### src/rtl/core/bale_pkg.sv
`timescale 1ns / 1ps

package bale_pkg;

	// command codes
	localparam logic [2:0] CMD_READ   = 3'd0;
	localparam logic [2:0] CMD_WRITE  = 3'd1;
	localparam logic [2:0] CMD_APPEND = 3'd2;
	localparam logic [2:0] CMD_INSERT = 3'd3;
	localparam logic [2:0] CMD_REMOVE = 3'd4;

	// status codes
	localparam logic [1:0] STAT_OK        = 2'd0;
	localparam logic [1:0] STAT_BAD_INDEX = 2'd1;
	localparam logic [1:0] STAT_FULL      = 2'd2;

	// fixed field widths
	localparam int CMD_W    = 3;
	localparam int POS_W    = 8;
	localparam int VAL_W    = 32;
	localparam int LEN_W    = 9;
	localparam int STAT_W   = 2;
	localparam int IN_TDATA_W  = 48;
	localparam int OUT_TDATA_W = 48;

	typedef enum logic [2:0] {
		S_IDLE,
		S_RD,
		S_MV,
		S_TAIL,
		S_RESP
	} state_t;

	// controls for the index stepper
	typedef struct packed {
		logic load;
		logic adv;
		logic up;
	} step_ctrl_t;

endpackage

### src/rtl/core/bale_step.sv
`timescale 1ns / 1ps

module bale_step import bale_pkg::*; #(
	parameter int AW = 8
) (
	input  logic          clk,
	input  step_ctrl_t    ctrl,
	input  logic [AW-1:0] load_idx,
	input  logic [AW-1:0] end_idx,
	output logic [AW-1:0] idx,
	output logic          at_end
);

	logic [AW-1:0] idx_q;
	logic [AW-1:0] end_q;

	// one shared incrementer/decrementer walks the shift window
	always_ff @(posedge clk) begin
		if (ctrl.load) begin
			idx_q <= load_idx;
			end_q <= end_idx;
		end else if (ctrl.adv) begin
			idx_q <= ctrl.up ? idx_q + AW'(1) : idx_q - AW'(1);
		end
	end

	assign idx    = idx_q;
	assign at_end = (idx_q == end_q);

endmodule

### config.mk
export PLATFORM = sky130hd
export DESIGN_NAME = bale_step
export DESIGN_NICKNAME = d
export VERILOG_FILES = /design/src/rtl/core/bale_pkg.sv /design/src/rtl/core/bale_step.sv
export SDC_FILE = /design/constraint.sdc
export NUM_CORES = 1
export LEC_CHECK = 0
export ABC_AREA = 1
export BUFFER_PORTS_ARGS = -buffer_cell sky130_fd_sc_hd__buf_4
export CORE_MARGIN = 2
export CORE_UTILIZATION = 51
export DETAILED_ROUTE_END_ITERATION = 7
export GPL_TIMING_DRIVEN = 0
export MAX_ROUTING_LAYER = met4
export PLACE_DENSITY = 0.79
export SLEW_MARGIN = 10
export SYNTH_ARGS = -nofsm -noshare
export SYNTH_HDL_FRONTEND = slang
export SYNTH_SLANG_ARGS = --single-unit
### constraint.sdc
create_clock -name clk -period 3 [get_ports clk]
set_input_delay 0.45 -clock clk [delete_from_list [all_inputs] [get_ports clk]]
set_output_delay 0.45 -clock clk [all_outputs]
set_load 0.005 [all_outputs]
== Word-level counts from Yosys, hierarchy flattened ==
Cells that the tools add are included.
Widths: inputs -> output; s select.

* Add/sub/neg operators: 2
* Eq/ne operators: 1
* Mux-type cells: 3
* Reductions and logical operators: 1

{| class="wikitable"
|+ Operator list
! cell !! number
|-
| $mux 8 || 3
|-
| $add 8x1->8 const B || 1
|-
| $eq 8x8->1 || 1
|-
| $sub 8x1->8 const B || 1
|-
| $reduce_bool 2->1 || 1
|}

* Flip-flop bits (word level): 16
* Input bits: 20
* Output and inout port bits: 9
* Word-level logic and storage cells: 9

== Longest topological paths before layout ==
Gate-level depths: netlist (run 1).

* Word-level depth: 4
* Depth in mapped cells: 9
* Depth with buffers taken out: 9

== Worst setup path before layout (run 1) ==
Ideal clock, no wire load.

* Path type: input port to flip-flop
* Start: in ctrl[0] (netlist name)
* End: reg idx_q[6] (netlist: idx[6]), data pin
* Setup time: 0.253 ns
* Arrival time: 1.434 ns
* Data required time: 2.747 ns
* Path slack: 1.313 ns
* Cell stages on the path: 8
* Buffers on the path: 0
* Cells stage by stage: inv_1 fa_1 nand2_1 nand3_1 nand3_1 nand3_1 nand3_1 nand2_1

* Cells in the longest elaborated chain, start to end: 3

{| class="wikitable"
|+ Ends and longest elaborated chain
! element !! line !! RTL
|-
| start: declaration || bale_step.sv:7 || <nowiki>input step_ctrl_t ctrl,</nowiki>
|-
| $mux 8 || bale_step.sv:23 || <nowiki>idx_q <= ctrl.up ? idx_q + AW'(1) : idx_q - AW'(1);</nowiki>
|-
| $mux 8 || bale_step.sv:22 || <nowiki>end else if (ctrl.adv) begin</nowiki>
|-
| $mux 8 || bale_step.sv:19 || <nowiki>if (ctrl.load) begin</nowiki>
|-
| end signal: assignment || bale_step.sv:20 || <nowiki>idx_q <= load_idx;</nowiki>
|-
| end signal: assignment || bale_step.sv:23 ||
|-
| end: declaration || bale_step.sv:14 || <nowiki>logic [AW-1:0] idx_q;</nowiki>
|}

Every way passes these cells. The select of a mux whose other input is x is not followed.
A chain may end at the register's enable or synchronous reset.

== Final worst setup path (run 1) ==
* Start: reg idx_q[0] (netlist: idx[0])
* End: reg idx_q[6] (netlist: idx[6]), data pin

* Cells in the longest elaborated chain, start to end: 4
* Elaborated cells on any way between the ends: 5
* Classes of those cells: add/sub: 2; mux: 3

{| class="wikitable"
|+ Ends and longest elaborated chain
! element !! line
|-
| $sub 8x1->8 or $add 8x1->8 (tied branches) || bale_step.sv:23
|-
| $mux 8 (*) || bale_step.sv:23
|-
| $mux 8 (*) || bale_step.sv:22
|-
| $mux 8 (*) || bale_step.sv:19
|}

Mark *: on every way between the ends. The rest lies on a longest branch, timed or not. The select of a mux whose other input is x is not followed.

==> impl_metrics.env, run 1 <==
export IMPL_dp_hpwl_mm=1.64
export IMPL_switching_power_uw=206
export IMPL_end_kind="register"
export IMPL_synth_area_leader_cell="edfxtp_1"
export IMPL_avgRoutedWirePerCell_um=12.1
export IMPL_hold_viol_final=0
export IMPL_syn_to_final_growth_pct=26.9
export IMPL_vias=814
export IMPL_antenna_found_initial=0
export IMPL_n_antenna_cell=0
export IMPL_power_frac_clock_pct=17.4
export IMPL_p_seq_share_pct=47.7
export IMPL_rrSetupSlack_ps=1260
export IMPL_cpMaxStageDelayCell="edfxtp_1"
export IMPL_cts_tree="done"
export IMPL_drc=0
export IMPL_tightest_slew_ps=341
export IMPL_cts_max_level=1
export IMPL_cts_resized=0
export IMPL_whs_ps=343
export IMPL_num_rows=16
export IMPL_synth_area_sq_um=1000
export IMPL_syn_inst=107
export IMPL_finalSetupTns_ps=0
export IMPL_finalClockSkew_ps=1.63
export IMPL_io_pins=29
export IMPL_crit_fanout=5
export IMPL_clock_sinks=16
export IMPL_finalInstanceArea_sq_um=1270
export IMPL_die_height_um=48.4
export IMPL_slew_viol_final=0
export IMPL_path_cells="fa_1, nand2_1, nand3_1, nand3_1, nand3_1, nand3_1, nand2_1"
export IMPL_finalCriticalPeriod_ps=1740
export IMPL_gr_usage_all_layers_pct=19.2
export IMPL_synth_avg_cell_area_sq_um=9.38
export IMPL_die_area_sq_um=2340
export IMPL_grt_pass1_vias=776
export IMPL_place_gp_congestion=0.862
export IMPL_io_buffers=28
export IMPL_synth_cell_types=20
export IMPL_p_total_uw=645
export IMPL_post_cts_buffers=0
export IMPL_irDropWorstVdd_v=0.000346
export IMPL_ctsHoldBuffers=0
export IMPL_drv_cap=0
export IMPL_cpPeakStageDelay_ps=510
export IMPL_p_comb_share_pct=34.9
export IMPL_crit_arrival_ps=1790
export IMPL_p_leak_nw=0.595
export IMPL_relSlewSlack_pct=77.3
export IMPL_post_dp_cell_area_sq_um=1250
export IMPL_layout_commonest_cell="nand2_1"
export IMPL_dr_pass1_iters=7
export IMPL_viasPerCell=4.90
export IMPL_synthTopCellsByArea="edfxtp_1, nand2_1, ha_1, xnor2_1, nand3_1"
export IMPL_insertion_delay_ps=270
export IMPL_clkTransAtPathRegs_ps=90
export IMPL_ant_nets=0
export IMPL_numCtsBuffers=3
export IMPL_critPathKind="register to register"
export IMPL_required_ps=3040
export IMPL_hp_class="primary input to register"
export IMPL_overflow=0
export IMPL_wirelength_mm=2.01
export IMPL_path_buf_inv=0
export IMPL_final_core_utilization_pct=67.0
export IMPL_dieWidth_um=48.4
export IMPL_cp_top_family="simple AND/OR/NAND/NOR gates"
export IMPL_status="complete, no violations"
export IMPL_drive_above_1_share_pct=26.6
export IMPL_synth_net_count=134
export IMPL_setup_violations=0
export IMPL_rsz0062_at_grt="false"
export IMPL_p_int_uw=440
export IMPL_yosysSeqAreaShare_pct=47.9
export IMPL_cp_common_cell="nand3_1"
export IMPL_start_kind="register"
export IMPL_clockBufferDepth=2
export IMPL_initial_core_util_pct=52.8
export IMPL_grt_start_max_net_pins=11
export IMPL_powerDensity_nw_per_um2=506
export IMPL_p_sw_share_pct=31.9
export IMPL_root_buffer="clkbuf_4"
export IMPL_fmax_ghz=0.573
export IMPL_placeableCoreArea_sq_um=1900
export IMPL_synth_warnings=0
export IMPL_drtIter0Drc=12
export IMPL_fin_crit_sh_pct=58.1
export IMPL_synth_seq_cells=16
export IMPL_netlist_area_leader_share_pct=47.9
export IMPL_grt_pass1_wl_mm=3.36
export IMPL_fin_nets=167
export IMPL_mostFrequentLayoutCells="nand2_1, buf_4, edfxtp_1"
logic make-up after synthesis:
family | count (synthesis) | share of synthesized area, %
flops | 16 | 47.9
buf+inv | 14 | 5.36
compound gates | 8 | 5.11
xor+xnor | 9 | 8.60
fa+ha+maj | 7 | 9.48
simple gates | 53 | 23.6
path summary, 6_finish.rpt:
kind	from	endpoint	cells after the start
setup / recovery	idx[0]	idx[6]	7
hold / removal	end_idx[0]	end_q[0]	1
setup reg to reg	idx[0]	idx[6]	7
hold reg to reg	idx[0]	idx[0]	1
cells in the mapped netlist:
| library cell | n |
|---|---|
| a21oi_1 | 3 |
| a21oi_4 | 1 |
| buf_2 | 1 |
| clkinv_1 | 1 |
| edfxtp_1 | 16 |
| fa_1 | 1 |
| ha_1 | 6 |
| inv_1 | 11 |
| inv_2 | 1 |
| nand2_1 | 32 |
| nand2_4 | 1 |
| nand3_1 | 11 |
| nand3b_1 | 1 |
| nand4_1 | 2 |
| nor2_1 | 4 |
| o21ai_1 | 4 |
| or2_1 | 1 |
| or2_4 | 1 |
| xnor2_1 | 8 |
| xor2_2 | 1 |
per-stage QoR:
stage | cells | setup WS (ps)
2_1_floorplan | 107 | 1310
3_3_place_gp | 162 | 1070
3_5_place_dp | 162 | 1000
4_1_cts | 166 | 1250
5_1_grt | 166 | 1110
6_report | 166 | 1260
cell type report:
| class | count | area, sq um |
|---|---|---|
| clock buffers | 3 | 22.5 |
| clock inverters | 1 | 3.75 |
| multi-input cells | 77 | 469 |
| inverters | 13 | 48.8 |
| repair buffers | 28 | 210 |
| fillers | 175 | 628 |
| well taps | 27 | 33.8 |
| plain buffers | 1 | 5.00 |
| flip-flops and latches | 16 | 480 |
power groups by stage:
stage | registers [mW] | logic, mW | clock network [mW]
after detailed placement | 0.314 | 0.225 | 0
after floorplan | 0.308 | 0.148 | 0
after CTS | 0.309 | 0.227 | 0.114
final | 0.308 | 0.225 | 0.112
after global placement | 0.312 | 0.215 | 0
after global routing | 0.311 | 0.258 | 0.124
metal layers:
layer  up-vias  GRT usage (%)  wire [um]  share of wire (%)
li1        418              -          -                  -
met3         2           2.47        109                5.4
met5         -              -          0                  0
met2        29           35.4       1100                 55
met4         0           4.29          9               0.45
met1       365           22.4        788                 39
flip-flops by register name, indices dropped and copies added, names as in the netlist:
name,cells
idx,8
end_q,8
No activity file was read; power rests on OpenSTA's default activity.
==> run 2, diff against run 1 <==
--- a/config.mk
+++ b/config.mk
@@ -8,11 +8,11 @@
 export ABC_AREA = 1
 export BUFFER_PORTS_ARGS = -buffer_cell sky130_fd_sc_hd__buf_4
 export CORE_MARGIN = 2
-export CORE_UTILIZATION = 51
+export CORE_UTILIZATION = 45
 export DETAILED_ROUTE_END_ITERATION = 7
 export GPL_TIMING_DRIVEN = 0
 export MAX_ROUTING_LAYER = met4
-export PLACE_DENSITY = 0.79
+export PLACE_DENSITY = 0.74
 export SLEW_MARGIN = 10
 export SYNTH_ARGS = -nofsm -noshare
 export SYNTH_HDL_FRONTEND = slang
==> constraint.sdc (replaced) <==
create_clock -name clk -period 1.6 [get_ports clk]
set_input_delay 0.24 -clock clk [delete_from_list [all_inputs] [get_ports clk]]
set_output_delay 0.24 -clock clk [all_outputs]
set_load 0.005 [all_outputs]
==> impl_metrics.env, run 2 (synthesis results as in run 1) <==
export IMPL_cts_max_level=1
export IMPL_final_core_utilization_pct=68.7
export IMPL_powerDensity_nw_per_um2=917
export IMPL_cts_tree="done"
export IMPL_setup_violations=2
export IMPL_hold_viol_final=0
export IMPL_die_area_sq_um=2620
export IMPL_finalSetupTns_ps=-18.3
export IMPL_finalClockSkew_ps=1.06
export IMPL_end_kind="output pin"
export IMPL_place_gp_congestion=0.832
export IMPL_layout_commonest_cell="buf_4"
export IMPL_mostFrequentLayoutCells="buf_4, nand2_1, edfxtp_1"
export IMPL_viasPerCell=4.93
export IMPL_status="complete, but fails checks"
export IMPL_violations="setup timing"
export IMPL_dp_hpwl_mm=1.60
export IMPL_drtIter0Drc=6
export IMPL_cp_top_family="flip-flops"
export IMPL_crit_arrival_ps=1370
export IMPL_drv_cap=0
export IMPL_multi_input_area_sq_um=587
export IMPL_numCtsBuffers=3
export IMPL_syn_to_final_growth_pct=48.5
export IMPL_cpPeakStageDelay_ps=480
export IMPL_r2r_start="idx[4]"
export IMPL_worstSetupEndpoint="at_end"
export IMPL_instances_no_fill=177
export IMPL_die_height_um=51.2
export IMPL_finalInstanceArea_sq_um=1490
export IMPL_start_kind="register"
export IMPL_relSlewSlack_pct=77.6
export IMPL_root_buffer="clkbuf_4"
export IMPL_n_antenna_cell=0
export IMPL_required_ps=1360
export IMPL_finalCriticalPeriod_ps=1610
export IMPL_grt_pass1_vias=763
export IMPL_critPathKind="register to output pin"
export IMPL_hp_class="primary input to register"
export IMPL_fmax_ghz=0.621
export IMPL_fin_crit_sh_pct=101
export IMPL_cpMaxStageDelayCell="edfxtp_1"
export IMPL_clock_sinks=16
export IMPL_gr_usage_all_layers_pct=17.1
export IMPL_insertion_delay_ps=270
export IMPL_irDropWorstVdd_v=0.000847
export IMPL_reg2reg_depth=8
export IMPL_slew_viol_final=0
export IMPL_setup_ws_ps=-10.9
export IMPL_p_total_mw=1.37
export IMPL_drc=0
export IMPL_path_buf_inv=2
export IMPL_io_buffers=28
export IMPL_rrSetupSlack_ps=-10
export IMPL_vias=873
export IMPL_ant_nets=0
export IMPL_placeableCoreArea_sq_um=2170
export IMPL_seqCellArea_sq_um=480
export IMPL_dp_slack_ps=-155
export IMPL_wirelength_mm=2.24
export IMPL_cp_common_cell="buf_4"
export IMPL_num_rows=17
export IMPL_drive_above_1_share_pct=43.0
export IMPL_p_leak_nw=0.678
export IMPL_clkTransAtPathRegs_ps=80
export IMPL_cp_num_cells=5
export IMPL_tightest_slew_ps=337
export IMPL_fin_nets=178
export IMPL_dp_cells=163
export IMPL_dieWidth_um=51.2
export IMPL_dr_pass1_iters=3
export IMPL_rsz0062_at_grt="true"
export IMPL_rr_endpoint="idx[7]"
export IMPL_cp_startpoint="idx[2]"
export IMPL_overflow=0
export IMPL_whs_ps=137
export IMPL_io_pins=29
export IMPL_fillers=188
export IMPL_avgRoutedWirePerCell_um=12.6
export IMPL_crit_fanout=3
export IMPL_path_cells="buf_4, xnor2_2, nand4_1, nor2_1, buf_4"
export IMPL_post_dp_cell_area_sq_um=1250
export IMPL_grt_start_max_net_pins=11
export IMPL_initial_core_util_pct=46.3
export IMPL_clockBufferDepth=2
export IMPL_antenna_found_initial=0
export IMPL_grt_pass1_wl_mm=3.20
## run 2: per-layer routing
layer / track usage [%] / part of all wire, % / vias up
met3: 5.85 / 6.3 / 2
met5: - / 0 / -
met1: 20.2 / 42 / 403
li1: - / - / 439
met2: 29.0 / 51 / 29
met4: 2.63 / 0.67 / 0
## run 2: how the worst min path moves through the flow
stage	start	end	cells past startpoint
finish	end_idx[5]	end_q[5]	1
global route	end_idx[5]	end_q[5]	1
global placement	end_idx[0]	end_q[0]	1
CTS	end_idx[5]	end_q[5]	1
floorplan	end_idx[0]	end_q[0]	0
detailed placement	end_idx[5]	end_q[5]	1
## run 2: cell type report
type,count,share of cell area [%]
Timing Repair Buffer,39,20.7
Multi-Input combinational cell,77,39.4
Tap cell,28,2.35
Inverter,13,3.53
Sequential cell,16,32.2
Clock buffer,3,1.51
Buffer,1,0.336
## run 2: timing repair
item / in CTS / in global routing
setup buffers: 4 / 7
setup endpoints to repair: 3 / 5
gates resized for setup: 3 / 17
hold buffers: 0 / 0
hold endpoints to repair: 0 / 0
pin swaps: 0 / 4
## run 2: power breakdown
| part | internal [mW] | total [mW] | switching [mW] | leakage [nW] |
|---|---|---|---|---|
| sequential | 0.526 | 0.586 | 0.0594 | 0.161 |
| combinational | 0.327 | 0.585 | 0.259 | 0.503 |
| clock | 0.0872 | 0.196 | 0.109 | 0.0138 |
| total | 0.940 | 1.37 | 0.427 | 0.678 |
